**config.mk**
```make
export PLATFORM = sky130hd
export DESIGN_NAME = adc_readout_word_deframer_core_flat
export DESIGN_NICKNAME = d
export VERILOG_FILES = /design/src/hdl/awd_pkg.sv /design/src/hdl/awd_in_if.sv /design/src/hdl/awd_out_if.sv /design/src/hdl/awd_parse.sv /design/src/hdl/adc_readout_word_deframer_core.sv /design/src/flat_wrapper.sv
export SDC_FILE = /design/constraint.sdc
export NUM_CORES = 1
export LEC_CHECK = 0
export BUFFER_PORTS_ARGS = -buffer_cell sky130_fd_sc_hd__buf_2
export CORE_ASPECT_RATIO = 0.9
export CORE_MARGIN = 2
export CORE_UTILIZATION = 50
export CTS_BUF_LIST = sky130_fd_sc_hd__clkbuf_4 sky130_fd_sc_hd__clkbuf_8
export DETAILED_ROUTE_END_ITERATION = 16
export GPL_TIMING_DRIVEN = 0
export PLACE_DENSITY = 0.81
export SETUP_SLACK_MARGIN = 0.15
export SLEW_MARGIN = 10
export SYNTH_ARGS = -nofsm -noshare
export SYNTH_HDL_FRONTEND = slang
export SYNTH_SLANG_ARGS = --single-unit
```
**constraint.sdc**
```tcl
create_clock -name i_clk -period 11.96 [get_ports i_clk]
set_input_delay 1.794 -clock i_clk [delete_from_list [all_inputs] [get_ports i_clk]]
set_output_delay 1.794 -clock i_clk [all_outputs]
set_load 0.02 [all_outputs]
```
**src/hdl/awd_pkg.sv**
```systemverilog
// awd_pkg: types, codes and defaults shared by the readout word deframer
// no dependencies; imported by awd_parse and the core
package awd_pkg;

    // default sizes of the readout geometry
    localparam int AWD_MAX_MODULES         = 4;
    localparam int AWD_CHANNELS_PER_MODULE = 48;
    localparam int AWD_TRAILER_WORDS       = 10;

    // configuration register indexes
    localparam logic CFG_PACKET_LENGTH       = 1'b0;
    localparam logic CFG_SAMPLES_PER_CHANNEL = 1'b1;

    // samples_per_channel bounds and reset value
    localparam logic [5:0] SPC_MIN   = 6'd2;
    localparam logic [5:0] SPC_MAX   = 6'd32;
    localparam logic [5:0] SPC_RESET = 6'd24;

    // word tags
    localparam logic [3:0] TAG_HEADER  = 4'hF;
    localparam logic [3:0] TAG_CHANNEL = 4'hE;
    localparam logic [1:0] TAG_SAMPLE  = 2'b01;
    localparam logic [2:0] TAG_PARITY  = 3'b101;

    typedef enum logic [2:0] {
        KIND_SAMPLE     = 3'd0,
        KIND_HEADER     = 3'd1,
        KIND_BAD_MODULE = 3'd2,
        KIND_PARITY     = 3'd3,
        KIND_FORMAT_ERR = 3'd4,
        KIND_RANGE      = 3'd5
    } t_kind;

    typedef enum logic [2:0] {
        PH_HEADER    = 3'd0,
        PH_TRIG      = 3'd1,
        PH_BCLK      = 3'd2,
        PH_MODID     = 3'd3,
        PH_AFTER_HDR = 3'd4,
        PH_CHANNEL   = 3'd5,
        PH_DONE      = 3'd6
    } t_phase;

    typedef struct packed {
        t_phase      phase;
        logic [15:0] word_pos;
        logic [3:0]  cur_mod;
        logic [5:0]  cur_chan;
        logic [5:0]  samp_cnt;
        logic [11:0] trig;
        logic [11:0] bclk;
        logic [3:0]  hdrs;
    } t_state;

    localparam t_state STATE_CLEAR = '{
        phase:    PH_HEADER,
        word_pos: 16'd0,
        cur_mod:  4'd0,
        cur_chan: 6'd0,
        samp_cnt: 6'd0,
        trig:     12'd0,
        bclk:     12'd0,
        hdrs:     4'd0
    };

    typedef struct packed {
        t_kind       kind;
        logic [3:0]  module_number;
        logic [5:0]  channel_number;
        logic [4:0]  sample_position;
        logic [11:0] sample_low;
        logic [11:0] sample_high;
        logic [11:0] trigger_number;
        logic [11:0] crossing_count;
        logic [4:0]  module_id;
        logic [11:0] parity_value;
        logic [3:0]  module_count;
        logic        packet_end;
    } t_result;

endpackage

```
**src/hdl/awd_in_if.sv**
```systemverilog
// awd_in_if: request channel carrying packet words into the deframer
// no dependencies
interface awd_in_if;
    logic        valid;
    logic        ready;
    logic [31:0] data_word;
    logic        first_word;

    modport source (output valid, data_word, first_word, input ready);
    modport sink (input valid, data_word, first_word, output ready);
endinterface

```
**src/hdl/awd_out_if.sv**
```systemverilog
// awd_out_if: result channel of the deframer, at most one decoded record per request
// no dependencies
interface awd_out_if;
    logic        valid;
    logic        ready;
    logic [2:0]  kind;
    logic [3:0]  module_number;
    logic [5:0]  channel_number;
    logic [4:0]  sample_position;
    logic [11:0] sample_low;
    logic [11:0] sample_high;
    logic [11:0] trigger_number;
    logic [11:0] crossing_count;
    logic [4:0]  module_id;
    logic [11:0] parity_value;
    logic [3:0]  module_count;
    logic        packet_end;

    modport source (output valid, kind, module_number, channel_number, sample_position,
                    sample_low, sample_high, trigger_number, crossing_count, module_id,
                    parity_value, module_count, packet_end, input ready);
    modport sink (input valid, kind, module_number, channel_number, sample_position,
                  sample_low, sample_high, trigger_number, crossing_count, module_id,
                  parity_value, module_count, packet_end, output ready);
endinterface

```
**src/hdl/awd_parse.sv**
```systemverilog
// awd_parse: word decoder, next parse state and result record for one word
// depends on awd_pkg
module awd_parse import awd_pkg::*; #(
    parameter int MAX_MODULES         = AWD_MAX_MODULES,
    parameter int CHANNELS_PER_MODULE = AWD_CHANNELS_PER_MODULE,
    parameter int TRAILER_WORDS       = AWD_TRAILER_WORDS
) (
    input  logic [31:0] i_word,
    input  logic        i_first,
    input  logic [15:0] i_pkt_len,
    input  logic [5:0]  i_spc,
    input  t_state      i_state,
    output t_state      o_state,
    output logic        o_res_valid,
    output t_result     o_res
);

    localparam logic [4:0]  MOD_LIMIT  = 5'(MAX_MODULES);
    localparam logic [6:0]  CHAN_LIMIT = 7'(CHANNELS_PER_MODULE);
    localparam logic [16:0] TRL_WORDS  = 17'(TRAILER_WORDS);

    t_state      st;
    logic        last;
    logic        before_trailer;
    logic        mod_ok;
    logic        chan_ok;
    logic [5:0]  pos;

    assign st             = i_first ? STATE_CLEAR : i_state;
    assign last           = (17'(st.word_pos) + 17'd1) == 17'(i_pkt_len);
    assign before_trailer = (17'(st.word_pos) + TRL_WORDS) < 17'(i_pkt_len);
    assign mod_ok         = {1'b0, st.cur_mod} < MOD_LIMIT;
    assign chan_ok        = {1'b0, st.cur_chan} < CHAN_LIMIT;
    assign pos            = st.samp_cnt;

    always_comb begin
        o_state     = st;
        o_res_valid = 1'b0;
        o_res       = '{
            kind:            KIND_SAMPLE,
            module_number:   st.cur_mod,
            channel_number:  st.cur_chan,
            sample_position: 5'd0,
            sample_low:      12'd0,
            sample_high:     12'd0,
            trigger_number:  st.trig,
            crossing_count:  st.bclk,
            module_id:       5'd0,
            parity_value:    12'd0,
            module_count:    st.hdrs,
            packet_end:      last
        };

        if (st.phase != PH_DONE) begin
            if (st.word_pos != 16'hFFFF) begin
                o_state.word_pos = st.word_pos + 16'd1;
            end
            if (st.word_pos >= i_pkt_len) begin
                // word beyond the packet length
                o_state.phase = PH_DONE;
            end else begin
                case (st.phase)
                    PH_TRIG: begin
                        o_state.trig  = i_word[11:0];
                        o_state.phase = PH_BCLK;
                    end
                    PH_BCLK: begin
                        o_state.bclk  = i_word[11:0];
                        o_state.phase = PH_MODID;
                    end
                    PH_MODID: begin
                        o_res_valid     = 1'b1;
                        o_res.kind      = mod_ok ? KIND_HEADER : KIND_BAD_MODULE;
                        o_res.module_id = i_word[4:0];
                        o_state.phase   = PH_AFTER_HDR;
                    end
                    default: begin
                        if (i_word[31:28] == TAG_CHANNEL &&
                            (st.phase == PH_AFTER_HDR || st.phase == PH_CHANNEL)) begin
                            o_state.cur_chan = i_word[21:16];
                            o_state.samp_cnt = 6'd0;
                            o_state.phase    = PH_CHANNEL;
                        end else if (i_word[31:30] == TAG_SAMPLE && st.phase == PH_CHANNEL) begin
                            o_res_valid = 1'b1;
                            o_res.kind  = (mod_ok && chan_ok && (pos + 6'd1 < i_spc)) ?
                                          KIND_SAMPLE : KIND_RANGE;
                            o_res.sample_position = pos[5] ? 5'd31 : pos[4:0];
                            o_res.sample_low      = i_word[11:0];
                            o_res.sample_high     = i_word[27:16];
                            o_state.samp_cnt      = (pos >= 6'd30) ? SPC_MAX : pos + 6'd2;
                        end else if (before_trailer) begin
                            if (i_word[31:28] == TAG_HEADER) begin
                                if (st.hdrs != 4'hF) begin
                                    o_state.hdrs = st.hdrs + 4'd1;
                                end
                                o_state.cur_mod = i_word[3:0];
                                o_state.phase   = PH_TRIG;
                            end else begin
                                o_res_valid      = 1'b1;
                                o_res.kind       = KIND_FORMAT_ERR;
                                o_res.packet_end = 1'b1;
                                o_state.phase    = PH_DONE;
                            end
                        end else begin
                            // trailer region: parity word or silent end
                            if (i_word[31:29] == TAG_PARITY) begin
                                o_res_valid        = 1'b1;
                                o_res.kind         = KIND_PARITY;
                                o_res.parity_value = i_word[11:0];
                                o_res.packet_end   = 1'b1;
                            end
                            o_state.phase = PH_DONE;
                        end
                    end
                endcase
                if (last) begin
                    o_state.phase = PH_DONE;
                end
            end
        end
    end

endmodule

```
**src/hdl/adc_readout_word_deframer_core.sv**
```systemverilog
// adc readout word deframer core: depends on awd_pkg, awd_in_if, awd_out_if, awd_parse
// structure: a request is taken into the input register, decoded from there and its
//   record loads the output register
// throughput: one word per cycle while the receiver takes records; the only loop is the parse state register
// reset: synchronous active-low i_rst_n clears parse state, configuration
//   (packet_length 0, samples_per_channel 24) and both valid flags
module adc_readout_word_deframer_core import awd_pkg::*; #(
    parameter int MAX_MODULES         = AWD_MAX_MODULES,
    parameter int CHANNELS_PER_MODULE = AWD_CHANNELS_PER_MODULE,
    parameter int TRAILER_WORDS       = AWD_TRAILER_WORDS
) (
    input  logic         i_clk,
    input  logic         i_rst_n,
    input  logic         i_cfg_we,
    input  logic         i_cfg_index,
    input  logic [15:0]  i_cfg_wdata,
    awd_in_if.sink       i_in,
    awd_out_if.source    o_out
);

    // configuration registers
    logic [15:0] r_pkt_len;
    logic [5:0]  r_spc;        // held already clamped to 2..32
    logic [5:0]  n_spc;

    // input register
    logic        r_in_valid;
    logic [31:0] r_in_word;
    logic        r_in_first;

    // parse state and output register
    t_state      r_state;
    t_state      n_state;
    logic        r_out_valid;
    t_result     r_out;
    t_result     n_out;
    logic        n_res_valid;

    // the input stage moves on whenever the output register is free or being drained
    logic        advance;

    assign advance    = !r_out_valid || o_out.ready;
    assign i_in.ready = !r_in_valid || advance;

    // clamp samples_per_channel at write time
    always_comb begin
        if (i_cfg_wdata[5:0] < SPC_MIN) begin
            n_spc = SPC_MIN;
        end else if (i_cfg_wdata[5:0] > SPC_MAX) begin
            n_spc = SPC_MAX;
        end else begin
            n_spc = i_cfg_wdata[5:0];
        end
    end

    awd_parse #(
        .MAX_MODULES         (MAX_MODULES),
        .CHANNELS_PER_MODULE (CHANNELS_PER_MODULE),
        .TRAILER_WORDS       (TRAILER_WORDS)
    ) u_parse (
        .i_word      (r_in_word),
        .i_first     (r_in_first),
        .i_pkt_len   (r_pkt_len),
        .i_spc       (r_spc),
        .i_state     (r_state),
        .o_state     (n_state),
        .o_res_valid (n_res_valid),
        .o_res       (n_out)
    );

    // configuration writes
    always_ff @(posedge i_clk) begin
        if (!i_rst_n) begin
            r_pkt_len <= 16'd0;
            r_spc     <= SPC_RESET;
        end else if (i_cfg_we) begin
            case (i_cfg_index)
                CFG_PACKET_LENGTH:       r_pkt_len <= i_cfg_wdata;
                CFG_SAMPLES_PER_CHANNEL: r_spc     <= n_spc;
                default:                 r_pkt_len <= r_pkt_len;
            endcase
        end
    end

    // input register
    always_ff @(posedge i_clk) begin
        if (!i_rst_n) begin
            r_in_valid <= 1'b0;
        end else if (i_in.ready) begin
            r_in_valid <= i_in.valid;
        end
    end

    always_ff @(posedge i_clk) begin
        if (i_in.ready && i_in.valid) begin
            r_in_word  <= i_in.data_word;
            r_in_first <= i_in.first_word;
        end
    end

    // parse state follows each word as it leaves the input register
    always_ff @(posedge i_clk) begin
        if (!i_rst_n) begin
            r_state <= STATE_CLEAR;
        end else if (r_in_valid && advance) begin
            r_state <= n_state;
        end
    end

    // output register; words that give no record just drop out
    always_ff @(posedge i_clk) begin
        if (!i_rst_n) begin
            r_out_valid <= 1'b0;
        end else if (advance) begin
            r_out_valid <= r_in_valid && n_res_valid;
        end
    end

    always_ff @(posedge i_clk) begin
        if (advance && r_in_valid && n_res_valid) begin
            r_out <= n_out;
        end
    end

    assign o_out.valid           = r_out_valid;
    assign o_out.kind            = r_out.kind;
    assign o_out.module_number   = r_out.module_number;
    assign o_out.channel_number  = r_out.channel_number;
    assign o_out.sample_position = r_out.sample_position;
    assign o_out.sample_low      = r_out.sample_low;
    assign o_out.sample_high     = r_out.sample_high;
    assign o_out.trigger_number  = r_out.trigger_number;
    assign o_out.crossing_count  = r_out.crossing_count;
    assign o_out.module_id       = r_out.module_id;
    assign o_out.parity_value    = r_out.parity_value;
    assign o_out.module_count    = r_out.module_count;
    assign o_out.packet_end      = r_out.packet_end;

`ifndef NO_ASSERTIONS
    // terminating records always close the packet
    a_end_on_term: assert property (@(posedge i_clk) disable iff (!i_rst_n)
        r_out_valid && (r_out.kind == KIND_FORMAT_ERR || r_out.kind == KIND_PARITY)
        |-> r_out.packet_end)
        else $error("parity or format error record without packet end");

    // sample counter saturates at the largest channel depth
    a_samp_sat: assert property (@(posedge i_clk) disable iff (!i_rst_n)
        r_state.samp_cnt <= SPC_MAX)
        else $error("sample counter past saturation");

    // only sample and range records carry sample data
    a_sample_fields: assert property (@(posedge i_clk) disable iff (!i_rst_n)
        r_out_valid && r_out.kind != KIND_SAMPLE && r_out.kind != KIND_RANGE
        |-> r_out.sample_low == 12'd0 && r_out.sample_high == 12'd0 &&
            r_out.sample_position == 5'd0)
        else $error("sample fields set on a non-sample record");

    // a good header record names an in-range module
    a_header_module: assert property (@(posedge i_clk) disable iff (!i_rst_n)
        r_out_valid && r_out.kind == KIND_HEADER
        |-> {1'b0, r_out.module_number} < 5'(MAX_MODULES))
        else $error("header record with out-of-range module");
`endif

endmodule

```
**src/flat_wrapper.sv**
```systemverilog
// flat-port wrapper written by rule: the top's interface ports become plain ports
module adc_readout_word_deframer_core_flat import awd_pkg::*;
#(
    parameter int MAX_MODULES         = AWD_MAX_MODULES,
    parameter int CHANNELS_PER_MODULE = AWD_CHANNELS_PER_MODULE,
    parameter int TRAILER_WORDS       = AWD_TRAILER_WORDS
)
  (i_clk, i_rst_n, i_cfg_we, i_cfg_index, i_cfg_wdata, i_in_valid, i_in_data_word, i_in_first_word, i_in_ready, o_out_valid, o_out_kind, o_out_module_number, o_out_channel_number, o_out_sample_position, o_out_sample_low, o_out_sample_high, o_out_trigger_number, o_out_crossing_count, o_out_module_id, o_out_parity_value, o_out_module_count, o_out_packet_end, o_out_ready);
  awd_in_if i_in_i ();
  awd_out_if o_out_i ();
  input  logic i_clk;
  input  logic i_rst_n;
  input  logic i_cfg_we;
  input  logic i_cfg_index;
  input  logic [15:0] i_cfg_wdata;
  input wire logic [$bits(i_in_i.valid)-1:0] i_in_valid;
  input wire logic [$bits(i_in_i.data_word)-1:0] i_in_data_word;
  input wire logic [$bits(i_in_i.first_word)-1:0] i_in_first_word;
  output wire logic [$bits(i_in_i.ready)-1:0] i_in_ready;
  output wire logic [$bits(o_out_i.valid)-1:0] o_out_valid;
  output wire logic [$bits(o_out_i.kind)-1:0] o_out_kind;
  output wire logic [$bits(o_out_i.module_number)-1:0] o_out_module_number;
  output wire logic [$bits(o_out_i.channel_number)-1:0] o_out_channel_number;
  output wire logic [$bits(o_out_i.sample_position)-1:0] o_out_sample_position;
  output wire logic [$bits(o_out_i.sample_low)-1:0] o_out_sample_low;
  output wire logic [$bits(o_out_i.sample_high)-1:0] o_out_sample_high;
  output wire logic [$bits(o_out_i.trigger_number)-1:0] o_out_trigger_number;
  output wire logic [$bits(o_out_i.crossing_count)-1:0] o_out_crossing_count;
  output wire logic [$bits(o_out_i.module_id)-1:0] o_out_module_id;
  output wire logic [$bits(o_out_i.parity_value)-1:0] o_out_parity_value;
  output wire logic [$bits(o_out_i.module_count)-1:0] o_out_module_count;
  output wire logic [$bits(o_out_i.packet_end)-1:0] o_out_packet_end;
  input wire logic [$bits(o_out_i.ready)-1:0] o_out_ready;
  assign i_in_i.valid = i_in_valid;
  assign i_in_i.data_word = i_in_data_word;
  assign i_in_i.first_word = i_in_first_word;
  assign i_in_ready = i_in_i.ready;
  assign o_out_valid = o_out_i.valid;
  assign o_out_kind = o_out_i.kind;
  assign o_out_module_number = o_out_i.module_number;
  assign o_out_channel_number = o_out_i.channel_number;
  assign o_out_sample_position = o_out_i.sample_position;
  assign o_out_sample_low = o_out_i.sample_low;
  assign o_out_sample_high = o_out_i.sample_high;
  assign o_out_trigger_number = o_out_i.trigger_number;
  assign o_out_crossing_count = o_out_i.crossing_count;
  assign o_out_module_id = o_out_i.module_id;
  assign o_out_parity_value = o_out_i.parity_value;
  assign o_out_module_count = o_out_i.module_count;
  assign o_out_packet_end = o_out_i.packet_end;
  assign o_out_i.ready = o_out_ready;
  adc_readout_word_deframer_core #(.MAX_MODULES(MAX_MODULES), .CHANNELS_PER_MODULE(CHANNELS_PER_MODULE), .TRAILER_WORDS(TRAILER_WORDS)) u_core (.i_clk(i_clk), .i_rst_n(i_rst_n), .i_cfg_we(i_cfg_we), .i_cfg_index(i_cfg_index), .i_cfg_wdata(i_cfg_wdata), .i_in(i_in_i), .o_out(o_out_i));
endmodule
```
# --- Word-level counts from Yosys, hierarchy flattened ---
# Index checks and enable logic that the tools add are counted.
totals:
  out_inout_bits: 90
  regBits: 208
  in_bits: 55
  word_cells: 134
op_classes:
  n_eq_ne: 13
  n_bitwise: 5
  add_sub_neg: 6
  reduce_logical: 21
  muxes: 55
  magnitude_cmp: 8
op_table:
  columns: ["op", "count"]
  rows:
  - ["$mux W63", 2]
  - ["$mux W44", 1]
  - ["$mux W4", 10]
  - ["$mux W6", 6]
  - ["$mux W3", 11]
  - ["$mux W16", 2]
  - ["$mux W12", 2]
  - ["$add A16 B1 Y17 const B", 1]
  - ["$add A16 B4 Y17 const B", 1]
  - ["$eq A17 B16 Y1", 1]
  - ["$lt A17 B16 Y1", 1]
  - ["$add A16 B1 Y16 const B", 1]
  - ["$ge A16 B16 Y1", 1]
  - ["$ne A16 B16 Y1 const B", 1]
  - ["$mux W1", 15]
  - ["$eq A3 B3 Y1 const B", 3]
  - ["$pmux W3 S3", 1]
  - ["$reduce_or A9 Y1", 1]
  - ["$eq A4 B4 Y1 const B", 2]
  - ["$logic_and A1 B1 Y1", 8]
  - ["$reduce_or A7 Y1", 1]
  - ["$add A6 B1 Y6 const B", 1]
  - ["$add A6 B2 Y6 const B", 1]
  - ["$eq A3 B2 Y1 const B", 2]
  - ["21 further kinds", 32]

# --- Longest topological paths before layout ---
logic_depth:
  depth_word: 10
  ltp_mapped: 21
  ltp_nobuf: 15

# --- By module ---
# From an unflattened synthesis, not the netlist that was laid out.
hier_totals:
  cells_unflattened: 1105
  hier_area_um2: 10615.2
modules_own_cells:
  columns: ["module", "n_inst", "area_per_inst_um2", "cells_per_inst", "seq_area_each_um2"]
  rows:
  - ["adc_readout_word_deframer_core", 1, 6877.8, 520, 5375.2]
  - ["awd_parse", 1, 3737.3, 585, 0.0]

# --- Worst setup path before layout ---
# Ideal clock, no wire load.
synth_path:
  kind: "flip-flop to flip-flop"
  from: "reg u_core.r_in_first"
  to: "reg u_core.r_out, in the netlist u_core.o_out.channel_number[0], enable pin"
  slack_ns: 3.546
  arrival_time_ns: 7.849
  period_less_slack_ns: 8.414
  setup_time_ns: 0.565
  required_ns: 11.395
  path_buffers: 5
  path_stages_with_launch: 20
  path_cell_list: "edfxtp_1 buf_4 buf_6 buf_2 clkbuf_1 clkbuf_1 nor2b_1 ha_1 o21bai_1 nor2_1 nand3_1 xor2_1 nor2_1 ha_1 nand3_1 nor3_1 a311o_1 a211oi_4 nand3_1 a21oi_1"
synth_via:
  elab_chain_len: 10
  elab_cells_between_ends: 21
  classes_between: "1 x add/sub; 2 x order compare; 6 x eq/ne; 7 x mux; 5 x reduce/logical"
synth_rtl:
  columns: ["item", "line", "source"]
  rows:
  - ["start: declaration", "adc_readout_word_deframer_core.sv:29", "logic r_in_first;"]
  - ["start signal: assignment", "adc_readout_word_deframer_core.sv:97", "r_in_first <= i_in.first_word;"]
  - ["$mux W63 (*)", "awd_parse.sv:29", "assign st = i_first ? STATE_CLEAR : i_state;"]
  - ["$add A16 B4 Y17", "awd_parse.sv:31", "assign before_trailer = (17'(st.word_pos) + TRL_WORDS) < 17'(i_pkt_len);"]
  - ["$lt A17 B16 Y1", "awd_parse.sv:31", null]
  - ["$mux W1", "awd_parse.sv:91", "end else if (before_trailer) begin"]
  - ["$mux W1", "awd_parse.sv:83", "end else if (i_word[31:30] == TAG_SAMPLE && st.phase == PH_CHANNEL) begin"]
  - ["$mux W1", "awd_parse.sv:78", "if (i_word[31:28] == TAG_CHANNEL &&"]
  - ["$pmux W1 S2", "awd_parse.sv:62", "case (st.phase)"]
  - ["$mux W1", "awd_parse.sv:58", "if (st.word_pos >= i_pkt_len) begin"]
  - ["$mux W1 (*)", "awd_parse.sv:54", "if (st.phase != PH_DONE) begin"]
  - ["$logic_and A1 B1 Y1 (*)", "adc_readout_word_deframer_core.sv:120", "if (advance && r_in_valid && n_res_valid) begin"]
  - ["end signal: assignment", "adc_readout_word_deframer_core.sv:121", "r_out <= n_out;"]
  - ["end: declaration", "adc_readout_word_deframer_core.sv:35", "t_result r_out;"]
# Mark *: on every way between the ends. The rest lies on a longest branch, timed or not.
# A chain may end at the register's enable or synchronous reset.

# --- Worst setup path after layout ---
layout_path:
  from: "reg u_core.r_in_first"
  to: "reg u_core.r_out, in the netlist u_core.o_out.crossing_count[0], enable pin"
# The elaborated chain is that of the path after synthesis.

==> flow_summary.yaml <==
place:
  gp_congestion: 0.954
  place_ws_ps: 5460
  io_buffers: 140
  dpl.hpwl_microns: 19200
route:
  route.detailed.drc: 0
  vias: 8286
  ant_nets: 0
  wl_per_cell_microns: 18.5
  drt_iter0_drc: 916
  viasPerCell: 5.79
  drt_pre_antenna_iters: 6
  totalWireLength_microns: 26500
cells_and_area:
  fin_nets: 1244
  drive_above_1_share_pct: 22.3
  layout_common_cells: "buf_2, edfxtp_1, dfxtp_1"
  syn2layout_area_growth_pct: 18.1
  layout_commonest_cell: "buf_2"
worst_setup_path:
  critPathLaunchType: "flop"
  worstPathRequired_ps: 12190
  worst-endpoint-arrival_ps: 6720
  crit_path_cell_trace: "buf_4 -> buf_6 -> buf_2 -> clkbuf_1 -> clkbuf_1 -> nor2b_1 -> ha_1 -> o21bai_1 -> nor2_1 -> nand3_1 -> xor2_1 -> nor2_1 -> ha_1 -> nand3_1 -> nor3_1 -> a311o_1 -> a211oi_4 -> nand3_1 -> a21oi_4 -> buf_16 -> buf_16 -> buf_16"
  critPathKind: "flop to flop"
  end_kind: "flop"
  cp_max_fo: 26
  critPathSlowestCell: "a21oi_4"
  critPathMaxStageDelay_ps: 580
synthesis:
  synthArstFlopShare_pct: 0
  ys_warn_count: 0
  netlist_instances: 968
  netlist_area_sq_um: 10000
  yosysUniqueCellTypes: 82
  ys_ff_latch: 204
  ys.flop_type: "edfxtp_1"
  yosys-top-cells-area: "edfxtp_1, dfxtp_1, ha_1, a21oi_1, nor2b_1"
  yosysTopAreaCell: "edfxtp_1"
  syn_avg_cell_area_sq_um: 10.3
  synth_top_area_share_pct: 35.1
  syn_nets: 1064
  synth_edf_count: 117
  yosysSeqAreaShare_pct: 52.5
grt:
  grt_usage_pct: 24.6
  grt_pass1_vias: 8100
  grt_max_degree: 30
  grt-ovfl-total: 0
  antenna_found_initial: 1
  grt_pass1_wl_microns: 41900
sta:
  fin_skew_ps: 17.9
  rsz0062_at_grt: "false"
  finalSetupViolCount: 0
  fmax_ghz: 0.154
  hold_viol: 0
  fin_crit_sh_pct: 54.3
  period_minus_slack_ps: 6490
  max_slew_margin_pct: 35.9
  tns_ps: 0
  drv_slew: 0
  setup_slack_ps: 5470
  worst_pin_slew_ps: 937
die:
  core_region_area_sq_um: 19800
  row_count: 49
  initial_core_util_pct: 50.5
  die_x_microns: 153
  io_pins: 145
  die_area_sq_um: 21200
  die_y_microns: 138
power_and_ir_drop:
  clkPwrFrac_pct: 38.5
  p_switching_uw: 439
  seq_power_share_pct: 49.4
  vdd_drop_max_v: 0.0000701
  internal_power_mw: 1.18
  p_per_area_nw_per_um2: 137
  leakagePower_nw: 4.62
  combPwrFrac_pct: 12.2
  switching_share_pct: 27.1
clock_network:
  cts-root-buf: "clkbuf_8"
  cts_sinks: 204
  clkLatencyLatePin_ps: 540
  clk_pin_slew_ps: 60
  cts_max_path_buffers: 3
  cts_inserted_buffers: 35
  post_cts_buffers: 0
  cts_hold_buffers: 0
  cts_max_level: 2
  cts_resized: 0
  cts_tree: "yes"
worst_hold_path:
  min_path_type: "flop to flop"
outcome:
  outcome: "complete, no violations"
flow_run:
  max_cap_viol_count: 0
==> routing by layer <==
metal	up-vias	global-route usage [%]	part of all wire [%]	routed length (microns)
met1	3924	33.1	42	11000
met3	76	5.52	9.0	2390
li1	3882	-	-	-
met4	0	10.2	3.4	895
met2	404	38.8	46	12200
met5	-	0	0	0
==> cell families after synthesis <==
kind of cell             synth area share [%]
adder cells (fa/ha/maj)                  5.13
AO/OA/AOI/OAI                            14.7
XOR/XNOR                                 3.68
buffers and inverters                    4.05
AND/OR/NAND/NOR                          19.9
flip-flops                               52.5
==> critical path, delay by kind of cell (launching register included) <==
| kind | cells | cell delay [ps] |
|---|---|---|
| DFF | 1 | 320 |
| AOI/OAI and AO/OA | 4 | 1690 |
| adders and majority gates | 2 | 650 |
| buffers and inverters | 8 | 2390 |
| and+or+nand+nor | 7 | 980 |
| xor gates and xnor gates | 1 | 150 |
==> power by group through the flow <==
stage               clock network (mW)  logic [mW]  registers, mW
floorplan                            0      0.0857          0.846
global placement                     0       0.180          0.820
detailed placement                   0       0.193          0.814
CTS                              0.631       0.194          0.800
global route                     0.663       0.210          0.802
finish                           0.623       0.197          0.799
==> worst paths after layout <==
check,start,endpoint,slack [ps],cells past startpoint
worst max-delay path,u_core.r_in_first$_DFFE_PP_,u_core.o_out.crossing_count[0]$_DFFE_PP_,5470,22
worst min register to register,u_core.r_pkt_len[7]$_SDFFE_PN0P_,u_core.r_pkt_len[7]$_SDFFE_PN0P_,460,2
worst max register to register,u_core.r_in_first$_DFFE_PP_,u_core.o_out.crossing_count[0]$_DFFE_PP_,5470,22
worst min-delay path,u_core.r_pkt_len[7]$_SDFFE_PN0P_,u_core.r_pkt_len[7]$_SDFFE_PN0P_,460,2
==> synth_stat cells, types with 3 or more instances <==
cell       number
buf_6           3
edfxtp_1      117
o21ai_0        36
and3_1         34
ha_1           41
a22o_1         12
a22oi_2        10
o311ai_0        5
nand3_1        37
clkbuf_1       39
nand2b_1        8
nand4b_1        3
dfxtp_1        87
nand4_1        15
buf_1           6
buf_4           3
o211ai_1        5
inv_1          35
a31oi_1         5
nor2_2         10
a22oi_1         6
a21o_1          7
a2111oi_0       3
nor4_1          8
nor2_1         58
nor3_1         16
o21a_1          3
or2_2           5
and2_1         17
xnor2_1        32
nor3b_1         3
a211oi_1        7
a21oi_1        74
nand3b_1        3
nand2_1        82
nor2b_1        56
xor2_1         10
buf_2           8
o21ai_1         3
or3_1           4
==> layout make-up <==
cell class              count  area [sq um]
fillers                  1600          7990
flip-flops and latches    204          5260
multi-input cells         668          4360
repair buffers            143           783
clock buffers              53           623
well taps                 255           319
plain buffers              60           270
inverters                  36           135
clock inverters            11          67.6
diodes                      1          2.50
==> through the flow <==
stage	cell area (sq um)	utilization, %	hold slack [ps]	power, mW	std cells
finish	11800	59.7	455	1.62	1431
global placement	11000	55.7	444	1.00	1363
CTS	11800	59.6	459	1.63	1430
floorplan	10000	-	436	0.932	968
global route	11800	59.7	483	1.68	1431
detailed placement	11100	56.2	448	1.01	1366
==> flip-flops by register name, indices dropped and copies added, names as in the netlist <==
register                      flops
u_core.r_state                   63
u_core.r_in_word                 28
u_core.r_pkt_len                 16
u_core.o_out.crossing_count      12
u_core.o_out.parity_value        12
u_core.o_out.sample_high         12
u_core.o_out.sample_low          12
u_core.o_out.trigger_number      12
u_core.o_out.channel_number       6
u_core.r_spc                      6
u_core.o_out.module_id            5
u_core.o_out.sample_position      5
u_core.o_out.module_count         4
u_core.o_out.module_number        4
u_core.o_out.kind                 3
u_core.o_out.packet_end           1
u_core.o_out.valid                1
u_core.r_in_first                 1
u_core.r_in_valid                 1
Power figures use the tool's default switching activity.
